$ cat config.mk
export PLATFORM = sky130hd
export DESIGN_NAME = hex_float_literal_parser_top
export DESIGN_NICKNAME = d
export VERILOG_FILES = /design/src/design/hflp_pkg.sv /design/src/design/hex_float_literal_parser_top.sv /design/src/design/hflp_encode.sv
export SDC_FILE = /design/constraint.sdc
export NUM_CORES = 1
export LEC_CHECK = 0
export BUFFER_PORTS_ARGS = -buffer_cell sky130_fd_sc_hd__buf_2
export CAP_MARGIN = 15
export CELL_PAD_IN_SITES_DETAIL_PLACEMENT = 1
export CELL_PAD_IN_SITES_GLOBAL_PLACEMENT = 1
export CORE_UTILIZATION = 52
export CTS_BUF_LIST = sky130_fd_sc_hd__clkbuf_4
export DETAILED_ROUTE_END_ITERATION = 12
export PLACE_DENSITY = 0.79
export SYNTH_ARGS = -nofsm -noshare
export SYNTH_HDL_FRONTEND = slang
export SYNTH_SLANG_ARGS = --single-unit
$ cat constraint.sdc
create_clock -name i_clk -period 5.9 [get_ports i_clk]
set_clock_uncertainty 0.15 [all_clocks]
set_input_delay 0.295 -clock i_clk [delete_from_list [all_inputs] [get_ports i_clk]]
set_output_delay 0.295 -clock i_clk [all_outputs]
set_load 0.005 [all_outputs]
$ cat src/design/hflp_pkg.sv
// Shared types and constants for the hex float literal parser.
`default_nettype none

package hflp_pkg;

    // One character of the literal.
    typedef struct packed {
        logic [7:0] char_code;
        logic       is_last;
    } t_in_req;

    // One parsed binary32 value.
    typedef struct packed {
        logic [31:0] float_bits;
        logic        overflowed;
    } t_out_req;

    // Character codes.
    localparam logic [7:0] CH_SPACE = 8'h20;
    localparam logic [7:0] CH_PLUS  = 8'h2B;
    localparam logic [7:0] CH_MINUS = 8'h2D;
    localparam logic [7:0] CH_DOT   = 8'h2E;
    localparam logic [7:0] CH_0     = 8'h30;
    localparam logic [7:0] CH_9     = 8'h39;
    localparam logic [7:0] CH_UA    = 8'h41;
    localparam logic [7:0] CH_UF    = 8'h46;
    localparam logic [7:0] CH_UP    = 8'h50;
    localparam logic [7:0] CH_LA    = 8'h61;
    localparam logic [7:0] CH_LF    = 8'h66;
    localparam logic [7:0] CH_LP    = 8'h70;

    // One hex digit is four mantissa bits; exponent digits are decimal.
    localparam int         DIGIT_BITS = 4;
    localparam int         DEC_RADIX  = 10;
    localparam logic [3:0] HEX_LETTER_BASE = 4'd10;

    // Digit counters saturate at their all-ones value.
    localparam int               CNT_W     = 12;
    localparam logic [CNT_W-1:0] COUNT_MAX = '1;

    // binary32 format.
    localparam int          FRAC_BITS    = 23;
    localparam int          EXP_BIAS     = 127;
    localparam int          MAX_EXP      = 127;
    localparam int          MIN_NORM_EXP = -126;
    localparam int          MIN_QUANTUM  = -149;
    localparam int          EXP_FIELD_MAX = 255;
    localparam logic [31:0] INF_BITS     = 32'h7F80_0000;

endpackage

`default_nettype wire

$ cat src/design/hex_float_literal_parser_top.sv
// Top level of the hex float literal parser: character parser and encoder pipeline.
//
// Takes one ASCII character per request and, on the request marked is_last,
// produces one binary32 value (sign always zero), rounded to nearest even;
// a value beyond the binary32 range returns infinity with overflowed set.
// Leading spaces are skipped and the next two characters are taken as the
// prefix unchecked. Hex digits then fill a MANTISSA_WIDTH-bit accumulator,
// '.' starts the fraction and 'p' or 'P' the exponent, which takes an
// optional sign and decimal digits saturating at EXPONENT_LIMIT. Characters
// that fit nowhere are ignored. A new character is accepted every cycle unless
// input ready is low; the parser state updates in the cycle of acceptance. The
// edge that accepts the last character loads the snapshot stage, and the value
// then passes exponent sum and leading one, shift amount, alignment, and
// rounding into the output register, which drives o_out_valid.
// Backpressure on the output stalls the encoder pipeline stage by stage, and
// input ready drops only once that pipeline is full.
`default_nettype none

module hex_float_literal_parser_top
    import hflp_pkg::*;
#(
    parameter int MANTISSA_WIDTH = 64,
    parameter int EXPONENT_LIMIT = 9999
) (
    input  wire logic     i_clk,
    input  wire logic     i_rst_n,
    input  wire logic     i_in_valid,
    output      logic     o_in_ready,
    input  wire t_in_req  i_in_req,
    output      logic     o_out_valid,
    input  wire logic     i_out_ready,
    output      t_out_req o_out_req
);

    localparam int MW    = MANTISSA_WIDTH;
    localparam int EXP_W = $clog2(EXPONENT_LIMIT + 1);
    localparam int EV_W  = EXP_W + 4;

    typedef enum logic [2:0] {
        PH_SPACE,
        PH_PREFIX,
        PH_INT,
        PH_FRAC,
        PH_EXP_START,
        PH_EXP_DIGITS
    } t_phase;

    // Parser state.
    t_phase           r_phase,   n_phase;
    logic [MW-1:0]    r_acc,     n_acc;
    logic             r_sticky,  n_sticky;
    logic [CNT_W-1:0] r_frac,    n_frac;
    logic [CNT_W-1:0] r_dropped, n_dropped;
    logic [EXP_W-1:0] r_exp,     n_exp;
    logic             r_neg,     n_neg;

    logic       w_accept;
    logic       w_enc_ready;
    logic [7:0] w_c;
    logic       w_hex_ok;
    logic [3:0] w_hex;
    logic       w_dec_ok;
    logic       w_is_p;
    logic       w_acc_full;
    logic       w_is_frac;
    logic [EV_W-1:0] w_ev;

    assign w_accept   = i_in_valid && o_in_ready;
    assign o_in_ready = w_enc_ready;
    assign w_c        = i_in_req.char_code;
    assign w_is_p     = (w_c == CH_LP) || (w_c == CH_UP);
    assign w_dec_ok   = w_c inside {[CH_0:CH_9]};
    assign w_acc_full = |r_acc[MW-1 -: DIGIT_BITS];
    assign w_is_frac  = (r_phase == PH_FRAC);

    // Hex digit decode: letters map to ten through fifteen.
    always_comb begin
        w_hex_ok = 1'b1;
        w_hex    = '0;
        if (w_c inside {[CH_0:CH_9]}) begin
            w_hex = 4'(w_c - CH_0);
        end else if (w_c inside {[CH_LA:CH_LF]}) begin
            w_hex = 4'(w_c - CH_LA) + HEX_LETTER_BASE;
        end else if (w_c inside {[CH_UA:CH_UF]}) begin
            w_hex = 4'(w_c - CH_UA) + HEX_LETTER_BASE;
        end else begin
            w_hex_ok = 1'b0;
        end
    end

    // Decimal exponent: multiply-accumulate, saturate at the limit.
    assign w_ev = EV_W'(r_exp) * EV_W'(DEC_RADIX) + EV_W'(w_c - CH_0);

    always_comb begin
        n_phase   = r_phase;
        n_acc     = r_acc;
        n_sticky  = r_sticky;
        n_frac    = r_frac;
        n_dropped = r_dropped;
        n_exp     = r_exp;
        n_neg     = r_neg;
        case (r_phase)
            PH_SPACE: begin
                if (w_c != CH_SPACE) n_phase = PH_PREFIX;
            end
            PH_PREFIX: begin
                n_phase = PH_INT;
            end
            PH_INT, PH_FRAC: begin
                if (r_phase == PH_INT && w_c == CH_DOT) begin
                    n_phase = PH_FRAC;
                end else if (w_is_p) begin
                    n_phase = PH_EXP_START;
                end else if (w_hex_ok) begin
                    if (!w_acc_full) begin
                        // shift the digit in
                        n_acc = {r_acc[MW-DIGIT_BITS-1:0], w_hex};
                        if (w_is_frac && r_frac != COUNT_MAX) n_frac = r_frac + 1'b1;
                    end else begin
                        // drop the digit, keep only its weight and stickiness
                        if (w_hex != '0) n_sticky = 1'b1;
                        if (!w_is_frac && r_dropped != COUNT_MAX) begin
                            n_dropped = r_dropped + 1'b1;
                        end
                    end
                end
            end
            PH_EXP_START, PH_EXP_DIGITS: begin
                if (r_phase == PH_EXP_START && (w_c == CH_MINUS || w_c == CH_PLUS)) begin
                    n_neg   = (w_c == CH_MINUS);
                    n_phase = PH_EXP_DIGITS;
                end else if (w_dec_ok) begin
                    n_exp   = (w_ev > EV_W'(EXPONENT_LIMIT)) ? EXP_W'(EXPONENT_LIMIT)
                                                              : w_ev[EXP_W-1:0];
                    n_phase = PH_EXP_DIGITS;
                end
            end
            default: begin
                n_phase = r_phase;
            end
        endcase
    end

    // Hold state between characters; clear it after the last one.
    always_ff @(posedge i_clk) begin
        if (!i_rst_n) begin
            r_phase   <= PH_SPACE;
            r_acc     <= '0;
            r_sticky  <= 1'b0;
            r_frac    <= '0;
            r_dropped <= '0;
            r_exp     <= '0;
            r_neg     <= 1'b0;
        end else if (w_accept) begin
            if (i_in_req.is_last) begin
                r_phase   <= PH_SPACE;
                r_acc     <= '0;
                r_sticky  <= 1'b0;
                r_frac    <= '0;
                r_dropped <= '0;
                r_exp     <= '0;
                r_neg     <= 1'b0;
            end else begin
                r_phase   <= n_phase;
                r_acc     <= n_acc;
                r_sticky  <= n_sticky;
                r_frac    <= n_frac;
                r_dropped <= n_dropped;
                r_exp     <= n_exp;
                r_neg     <= n_neg;
            end
        end
    end

    // The encoder snapshots the state as updated by the last character.
    hflp_encode #(
        .MW    (MW),
        .EXP_W (EXP_W)
    ) u_encode (
        .i_clk     (i_clk),
        .i_rst_n   (i_rst_n),
        .i_valid   (w_accept && i_in_req.is_last),
        .o_ready   (w_enc_ready),
        .i_acc     (n_acc),
        .i_sticky  (n_sticky),
        .i_exp_mag (n_exp),
        .i_exp_neg (n_neg),
        .i_dropped (n_dropped),
        .i_frac    (n_frac),
        .o_valid   (o_out_valid),
        .i_ready   (i_out_ready),
        .o_req     (o_out_req)
    );

endmodule

`default_nettype wire

$ cat src/design/hflp_encode.sv
// Five-stage pipeline that turns a parsed mantissa and exponent into binary32.
`default_nettype none

module hflp_encode
    import hflp_pkg::*;
#(
    parameter int MW    = 64,
    parameter int EXP_W = 14
) (
    input  wire logic             i_clk,
    input  wire logic             i_rst_n,
    input  wire logic             i_valid,
    output      logic             o_ready,
    input  wire logic [MW-1:0]    i_acc,
    input  wire logic             i_sticky,
    input  wire logic [EXP_W-1:0] i_exp_mag,
    input  wire logic             i_exp_neg,
    input  wire logic [CNT_W-1:0] i_dropped,
    input  wire logic [CNT_W-1:0] i_frac,
    output      logic             o_valid,
    input  wire logic             i_ready,
    output      t_out_req         o_req
);

    localparam int CNT4_W = CNT_W + 2;
    localparam int MAG_W  = (EXP_W > CNT4_W) ? EXP_W : CNT4_W;
    localparam int E_W    = MAG_W + 2;
    localparam int SW     = E_W + 1;
    localparam int M_W    = $clog2(MW);
    localparam int SH_W   = $clog2(MW + 2);
    localparam int KEEP_W = FRAC_BITS + 1;
    localparam int LS_W   = $clog2(KEEP_W);

    localparam logic signed [SW-1:0] L_MIN_NORM = SW'(MIN_NORM_EXP);
    localparam logic signed [SW-1:0] L_MIN_Q    = SW'(MIN_QUANTUM);
    localparam logic signed [SW-1:0] L_MAX_EXP  = SW'(MAX_EXP);
    localparam logic signed [SW-1:0] L_FRAC     = SW'(FRAC_BITS);
    localparam logic signed [SW-1:0] L_BIAS     = SW'(EXP_BIAS);
    localparam logic signed [SW-1:0] L_FLD_MAX  = SW'(EXP_FIELD_MAX);
    localparam logic signed [SW-1:0] L_SH_MAX   = SW'(MW + 1);

    // stage advance chain
    logic w_adv1, w_adv2, w_adv3, w_adv4, w_adv5;

    // stage 1: snapshot
    logic             r1_valid;
    logic [MW-1:0]    r1_acc;
    logic             r1_sticky;
    logic [EXP_W-1:0] r1_exp_mag;
    logic             r1_exp_neg;
    logic [CNT_W-1:0] r1_dropped;
    logic [CNT_W-1:0] r1_frac;

    // stage 2: exponent sum and leading one
    logic                  r2_valid;
    logic [MW-1:0]         r2_acc;
    logic                  r2_sticky;
    logic signed [E_W-1:0] r2_e;
    logic [M_W-1:0]        r2_m;
    logic                  r2_zero;
    logic signed [E_W-1:0] w_mag, w_drop4, w_frac4, w_e;
    logic [M_W-1:0]        w_m;

    // stage 3: shift amount and range check
    logic                 r3_valid;
    logic [MW-1:0]        r3_acc;
    logic                 r3_sticky;
    logic signed [SW-1:0] r3_s;
    logic signed [SW-1:0] r3_ue;
    logic                 r3_sub;
    logic                 r3_ovf;
    logic                 r3_zero;
    logic signed [SW-1:0] w_e3, w_m3, w_ue, w_s;
    logic                 w_sub;

    // stage 4: aligned significand
    logic                 r4_valid;
    logic [KEEP_W-1:0]    r4_kept;
    logic                 r4_rbit;
    logic                 r4_st;
    logic signed [SW-1:0] r4_ue;
    logic                 r4_sub;
    logic                 r4_ovf;
    logic                 r4_zero;
    logic [LS_W-1:0]      w_ls;
    logic [SH_W-1:0]      w_sh;
    logic [MW-1:0]        w_lshift;
    logic [MW:0]          w_x, w_y, w_lost;
    logic [KEEP_W-1:0]    w_kept;
    logic                 w_rbit, w_st;
    logic signed [SW-1:0] w_neg_s;

    // stage 5: rounded result
    logic                 r5_valid;
    t_out_req             r5_req;
    logic                 w_inc, w_carry;
    logic [KEEP_W:0]      w_k;
    logic signed [SW-1:0] w_biased;
    logic [FRAC_BITS-1:0] w_fbits;
    t_out_req             w_res;

    assign w_adv5  = !r5_valid || i_ready;
    assign w_adv4  = !r4_valid || w_adv5;
    assign w_adv3  = !r3_valid || w_adv4;
    assign w_adv2  = !r2_valid || w_adv3;
    assign w_adv1  = !r1_valid || w_adv2;
    assign o_ready = w_adv1;

    // ---- stage 2 logic
    assign w_mag   = signed'(E_W'(r1_exp_mag));
    assign w_drop4 = signed'(E_W'({r1_dropped, 2'b00}));
    assign w_frac4 = signed'(E_W'({r1_frac, 2'b00}));
    assign w_e     = (r1_exp_neg ? -w_mag : w_mag) + w_drop4 - w_frac4;

    always_comb begin
        w_m = '0;
        for (int i = 0; i < MW; i++) begin
            if (r1_acc[i]) begin
                w_m = M_W'(i);
            end
        end
    end

    // ---- stage 3 logic
    assign w_e3  = SW'(r2_e);
    assign w_m3  = signed'(SW'(r2_m));
    assign w_ue  = w_m3 + w_e3;
    assign w_sub = (w_ue <= L_MIN_NORM);
    assign w_s   = w_sub ? (L_MIN_Q - w_e3) : (w_m3 - L_FRAC);

    // ---- stage 4 logic
    assign w_neg_s  = -r3_s;
    assign w_ls     = w_neg_s[LS_W-1:0];
    assign w_sh     = (r3_s > L_SH_MAX) ? SH_W'(MW + 1) : r3_s[SH_W-1:0];
    assign w_lshift = r3_acc << w_ls;
    assign w_x      = {r3_acc, 1'b0};
    assign w_y      = w_x >> w_sh;
    assign w_lost   = w_x & ~({(MW + 1){1'b1}} << w_sh);

    always_comb begin
        if (r3_s <= 0) begin
            w_kept = w_lshift[KEEP_W-1:0];
            w_rbit = 1'b0;
            w_st   = r3_sticky;
        end else begin
            w_kept = w_y[KEEP_W:1];
            w_rbit = w_y[0];
            w_st   = r3_sticky || (|w_lost);
        end
    end

    // ---- stage 5 logic
    assign w_inc    = r4_rbit && (r4_st || r4_kept[0]);
    assign w_k      = {1'b0, r4_kept} + (KEEP_W + 1)'(w_inc);
    assign w_carry  = w_k[KEEP_W];
    assign w_biased = r4_ue + L_BIAS + signed'(SW'(w_carry));
    assign w_fbits  = w_carry ? w_k[KEEP_W-1:1] : w_k[FRAC_BITS-1:0];

    always_comb begin
        w_res = '0;
        if (r4_zero) begin
            w_res = '0;
        end else if (r4_ovf) begin
            w_res.float_bits = INF_BITS;
            w_res.overflowed = 1'b1;
        end else if (r4_sub) begin
            w_res.float_bits = 32'(w_k);
        end else if (w_biased >= L_FLD_MAX) begin
            w_res.float_bits = INF_BITS;
            w_res.overflowed = 1'b1;
        end else begin
            w_res.float_bits = {1'b0, w_biased[7:0], w_fbits};
        end
    end

    // ---- pipeline registers
    always_ff @(posedge i_clk) begin
        if (!i_rst_n) begin
            r1_valid <= 1'b0;
            r2_valid <= 1'b0;
            r3_valid <= 1'b0;
            r4_valid <= 1'b0;
            r5_valid <= 1'b0;
        end else begin
            if (w_adv1) r1_valid <= i_valid;
            if (w_adv2) r2_valid <= r1_valid;
            if (w_adv3) r3_valid <= r2_valid;
            if (w_adv4) r4_valid <= r3_valid;
            if (w_adv5) r5_valid <= r4_valid;
        end
    end

    always_ff @(posedge i_clk) begin
        if (w_adv1) begin
            r1_acc     <= i_acc;
            r1_sticky  <= i_sticky;
            r1_exp_mag <= i_exp_mag;
            r1_exp_neg <= i_exp_neg;
            r1_dropped <= i_dropped;
            r1_frac    <= i_frac;
        end
        if (w_adv2) begin
            r2_acc    <= r1_acc;
            r2_sticky <= r1_sticky;
            r2_e      <= w_e;
            r2_m      <= w_m;
            r2_zero   <= (r1_acc == '0);
        end
        if (w_adv3) begin
            r3_acc    <= r2_acc;
            r3_sticky <= r2_sticky;
            r3_s      <= w_s;
            r3_ue     <= w_ue;
            r3_sub    <= w_sub;
            r3_ovf    <= (w_ue > L_MAX_EXP);
            r3_zero   <= r2_zero;
        end
        if (w_adv4) begin
            r4_kept <= w_kept;
            r4_rbit <= w_rbit;
            r4_st   <= w_st;
            r4_ue   <= r3_ue;
            r4_sub  <= r3_sub;
            r4_ovf  <= r3_ovf;
            r4_zero <= r3_zero;
        end
        if (w_adv5) begin
            r5_req <= w_res;
        end
    end

    assign o_valid = r5_valid;
    assign o_req   = r5_req;

endmodule

`default_nettype wire

== Word-level counts from Yosys, hierarchy flattened ==
Cells that the tools add are included.
Cells by class
  $lt $le $gt $ge: 12
  equal/unequal tests: 16
  multiplexer cells: 121
  multipliers: 1
  reduce and logical (&&, ||, !) cells: 41
  shift-type cells: 3
  $add $sub $neg: 19
  bitwise operators: 2
Operator list (count)
  64-bit two-way mux: 6
  12-bit two-way mux: 14
  5-bit two-way mux: 32
  4-bit two-way mux: 19
  14-bit two-way mux: 5
  65-bit AND: 1
  65-bit NOT: 1
  65-bit OR reduction: 1
  65-bit by 7-bit left shift with 65-bit output (first input constant): 1
  65-bit by 7-bit >> shifter with 25-bit output: 1
  64-bit zero test: 1
  64-bit by 5-bit left shift with 24-bit output: 1
  31-bit two-way mux: 2
  3-bit two-way mux: 14
  17-bit by 8-bit greater-than comparator with 1-bit output (second input constant): 2
  32-bit two-way mux: 1
  32-bit OR reduction: 1
  24-bit by 1-bit adder with 25-bit output: 1
  12-bit by 1-bit adder with 12-bit output (second input constant): 2
  8-bit by 6-bit equality test with 1-bit output (second input constant): 3
  24-bit two-way mux: 1
  12-bit inequality test (second input constant): 2
  23-bit two-way mux: 1
  18-bit adder: 1
  other kinds (46): 101
Word-level totals
  register bits after elaboration: 485
  output and inout bits: 35
  logic and storage cells: 261
  input bits: 13

== Logic depth before layout (Yosys ltp) ==
  depth in word-level cells: 62
  mapped depth: 23
  gate-level depth less buffers: 22

== By module ==
Synthesis repeated with hierarchy kept, for this count alone.
Second synthesis, totals
  cells, all modules: 3099
  area total of the unflattened synthesis: 29564.6 sq um
Modules (own cells, without submodules)
  hflp_encode: instances 1, cells an instance 2123, area an instance 22066.2 sq um, seq. area each 11270.8 sq um
  hex_float_literal_parser_top: instances 1, cells an instance 976, area an instance 7498.4 sq um, seq. area each 2142.1 sq um

== Least setup slack after synthesis ==
No wires, ideal clock.
  kind: register -> register
  start point: reg r_exp[1]
  end point: reg u_encode.r1_exp_mag[3] (data pin)
  data required time: 5.490 ns
  setup time: 0.260 ns
  arrival: 4.209 ns
  cell stages (with the launch flop): 22
  clock period less this slack: 4.619 ns
  buffers on the path: 0
  path slack: 1.281 ns
  cells stage by stage: dfxtp_1 -> ha_1 -> ha_1 -> inv_1 -> fa_1 -> nor2b_1 -> o21ai_0 -> a21boi_0 -> o21ai_0 -> a21boi_0 -> o21ai_0 -> nor2b_1 -> xnor2_1 -> ha_1 -> or3_1 -> a2111oi_0 -> nor3_1 -> xnor2_1 -> o221a_2 -> o211ai_2 -> nand2b_1 -> mux2_2
On the way
  longest elaborated chain between the ends: 7
Ends and longest elaborated chain
  from (decl): RTL line hex_float_literal_parser_top.sv:54  | logic [EXP_W-1:0] r_exp, n_exp;
  from (signal assigned): RTL line hex_float_literal_parser_top.sv:169  | r_exp <= n_exp;
  14-bit by 3-bit multiplier with 17-bit output *: RTL line hex_float_literal_parser_top.sv:92  | assign w_ev = EV_W'(r_exp) * EV_W'(DEC_RADIX) + EV_W'(w_c - CH_0);
  18-bit adder *: RTL line hex_float_literal_parser_top.sv:92
  18-bit by 14-bit greater-than comparator with 1-bit output: RTL line hex_float_literal_parser_top.sv:133  | n_exp = (w_ev > EV_W'(EXPONENT_LIMIT)) ? EXP_W'(EXPONENT_LIMIT)
  14-bit two-way mux *: RTL line hex_float_literal_parser_top.sv:133
  14-bit two-way mux *: RTL line hex_float_literal_parser_top.sv:132  | end else if (w_dec_ok) begin
  14-bit two-way mux *: RTL line hex_float_literal_parser_top.sv:129  | if (r_phase == PH_EXP_START && (w_c == CH_MINUS || w_c == CH_PLUS)) begin
  14-bit two-way mux *: RTL line hex_float_literal_parser_top.sv:102  | case (r_phase)
  named net n_exp[3]: RTL line hex_float_literal_parser_top.sv:54
  to (signal assigned): RTL line hflp_encode.sv:197  | r1_exp_mag <= i_exp_mag;
  to (decl): RTL line hflp_encode.sv:49  | logic [EXP_W-1:0] r1_exp_mag;
The timed path passes the listed nets; every way through them passes the cells marked *.
A chain may end at the register's enable or synchronous reset.

== Worst setup path in the final report ==
Ends and elaborated chain as after synthesis.

==> flow_summary.ini <==
[status]
status = completed

[yosys]
ys_seq_area_share_pct = 46.4
synth-edff-count = 372
synth_top_area_share_pct = 38.7
syn_area_per_cell_um2 = 9.68
yosys.cell_types.count = 102
ys_async_sr_fraction_pct = 0
netlist_instances = 2985
ys_ff_latch = 484
yosys-top-cells-count = nand2_1 (396), edfxtp_1 (372), nor2_1 (237)
synth_ff_type = edfxtp_1
synthTopCellsByArea = edfxtp_1 (39%), dfxtp_1 (7.8%), nand2_1 (5.1%), ha_1 (3.6%), nor2_1 (3.1%)
synth_area_mm2 = 0.0289
yosysMostFrequentCell = nand2_1
yosysTopAreaCell = edfxtp_1
yosys_warnings = 0
synth.net_count = 3095

[finish]
drive_above_1_share_pct = 13.4
areaGrowthSynthToFinish_pct = 10.2
post-route-util_pct = 57.9
fin_nets = 3183
fin_cells = 3930
fin_area_mm2 = 0.0318

[clocking]
clockBufferDepth = 3
post_cts_buffers = 0
cts-htree-levels = 4
numCtsBuffers = 130
hold_buffers = 19
clockRootBuffer = clkbuf_4
cts_sinks = 484
cts_resized = 0
cts_tree = yes
clkTransAtPathRegs_ns = 0.07
clk_latency_ns = 0.96

[global_route]
antenna_found_initial = 3
grt_start_max_net_pins = 79
grt_pass1_vias = 26200
grt_pass1_wl_mm = 156
grt.overflow.total = 0
track_usage_pct = 36.4

[drt]
ant_nets = 0
drc = 0
first_pass_iters = 5
avgViaCountPerCell = 6.54
dr.first_iter.drc_count = 2482
wl_per_cell_um = 26.3
num_vias = 25700
drt-total-wl_mm = 103

[floorplan]
die_w_um = 238
fp.coreArea_mm2 = 0.0550
initial_core_util_pct = 52.6
placementRows = 86
die_area_mm2 = 0.0565
fp.dieH_um = 238
io_pins = 48

[setup_path]
crit_type = reg -> reg
crit_family = compound AO/OA/AOI/OAI gates
cp-start-kind = flip-flop
cp_max_fo = 15
endpoint_kind = flip-flop
critPathSlowestCell = a2111oi_0
max_stage_delay_ns = 0.46
cp.required_ns = 6.44
worstSetupStartpoint = r_exp[1]$_SDFFE_PN0P_
critical_path_arrival_ns = 6.04
r2r-start = r_exp[1]$_SDFFE_PN0P_
path_buf_inv = 1
cp_cell_sequence = ha_1, ha_1, inv_1, fa_1, nor2b_1, o21ai_0, a21boi_0, o21ai_0, a21boi_0, o21ai_0, nor2b_1, xnor2_1, ha_1, or3_1, a2111oi_0, nor3_1, xnor2_1, o221a_2, o211ai_2, nand2b_1, mux2_2

[placement]
port_buffers = 46
place_area_mm2 = 0.0299
dpl.cell_count = 3669
gp_congestion = 1.01
dp_slack_ns = 0.422
dp_hpwl_mm = 74.3

[timing]
drv_slew = 0
post-route-period-util_pct = 93.2
setup_viol = 0
fmax_mhz = 182
relSlewSlack_pct = 29.8
rsz0062_at_grt = no
fin_crit_ns = 5.50
hold-worst-slack_ns = 0.175
tightest_slew_ns = 1.05
setup_slack_ns = 0.400
final.setup.tns_ns = 0
final_hold_viol_count = 0

[power_and_ir_drop]
pwr-share-clk_pct = 45.1
combPwrFrac_pct = 2.8
seq_power_share_pct = 52.2
power_density_mw_per_mm2 = 218
switching_share_pct = 23.3
fin_total_pwr_mw = 6.95
p_leak_nw = 12.8
p_int_mw = 5.33
peakVddDrop_v = 0.000165
power_switching_mw = 1.62

[flow_run]
drv_cap = 0

[worst_hold_path]
hold_path_startpoint = i_in_req[6]
hold_class = in -> reg
-- final timing paths --
path	to	slack, ns	cells after the start
worst max register to register	u_encode.r1_exp_mag[3]$_DFFE_PN_	0.40	21
worst max-delay path	u_encode.r1_exp_mag[3]$_DFFE_PN_	0.40	21
worst min register to register	u_encode.r3_acc[59]$_DFFE_PP_	0.26	0
worst min-delay path	u_encode.r1_acc[2]$_DFFE_PN_	0.17	6
-- layout by cell type, fill, tap and decap left out, types with 48 or more instances in the layout --
master and n:
nor2_1 236, ha_1 82, nand2_1 394, dfxtp_1 112, nor2b_1 96, mux2i_1 63, mux2_2 48, nor3_1 62
xor2_1 55, nand3_1 79, edfxtp_1 372, inv_1 77, a21oi_1 162, o21ai_0 171, buf_4 56, clkbuf_4 186
a22oi_1 90, xnor2_1 72
-- cell type report --
class | instances | area (µm²)
fillers | 6208 | 23200
multi-input cells | 2252 | 14500
flip-flops and latches | 484 | 13400
clock buffers | 186 | 1400
well taps | 748 | 936
repair buffers | 123 | 881
clock inverters | 50 | 339
inverters | 82 | 310
diodes | 5 | 12.5
-- worst min-delay path: cells and delay by family --
family | cells | cell delay [ns]
simple gates | 4 | 0.44
xor+xnor | 1 | 0.23
buf+inv | 1 | 0.15
-- kinds of logic (layout without fill, tap and decap cells) --
family | after synthesis | count (layout) | synth area share [%]
compound gates | 816 | 816 | 19.1
xor+xnor | 129 | 129 | 3.91
fa+ha+maj | 98 | 98 | 4.62
buf+inv | 249 | 441 | 3.47
flops | 484 | 484 | 46.4
mux | 114 | 114 | 4.29
other cells | 1 | 6 | 0.0130
simple gates | 1094 | 1094 | 18.2
-- power by group through the flow --
stage / registers, mW / clock network, mW / logic (mW)
3_5_place_dp: 3.70 / 0 / 0.181
3_3_place_gp: 3.70 / 0 / 0.173
2_1_floorplan: 3.70 / 0 / 0.118
4_1_cts: 3.62 / 3.21 / 0.190
6_report: 3.62 / 3.13 / 0.193
5_1_grt: 3.62 / 3.35 / 0.206
-- sequential cells by signal (all words and copies together), names as in the netlist, 3 cells and up --
| signal | flops |
|---|---|
| r_exp | 14 |
| r_frac | 12 |
| u_encode.r1_exp_mag | 14 |
| u_encode.r1_acc | 64 |
| u_encode.o_req | 32 |
| u_encode.r2_e | 16 |
| u_encode.r1_frac | 12 |
| u_encode.r3_s | 17 |
| r_phase | 3 |
| u_encode.r1_dropped | 12 |
| u_encode.r2_m | 6 |
| u_encode.r3_ue | 17 |
| u_encode.r3_acc | 64 |
| u_encode.r4_ue | 17 |
| r_acc | 64 |
| u_encode.r4_kept | 24 |
| r_dropped | 12 |
| u_encode.r2_acc | 64 |
-- layer usage --
metal	share of wire [%]	global-route usage (%)	wire, µm
met5	0	0	0
met4	5.3	19.4	5440
met3	8.0	8.47	8230
met2	45	56.1	46800
met1	41	47.6	42700
Note: power is estimated with default switching activity, not from simulation.
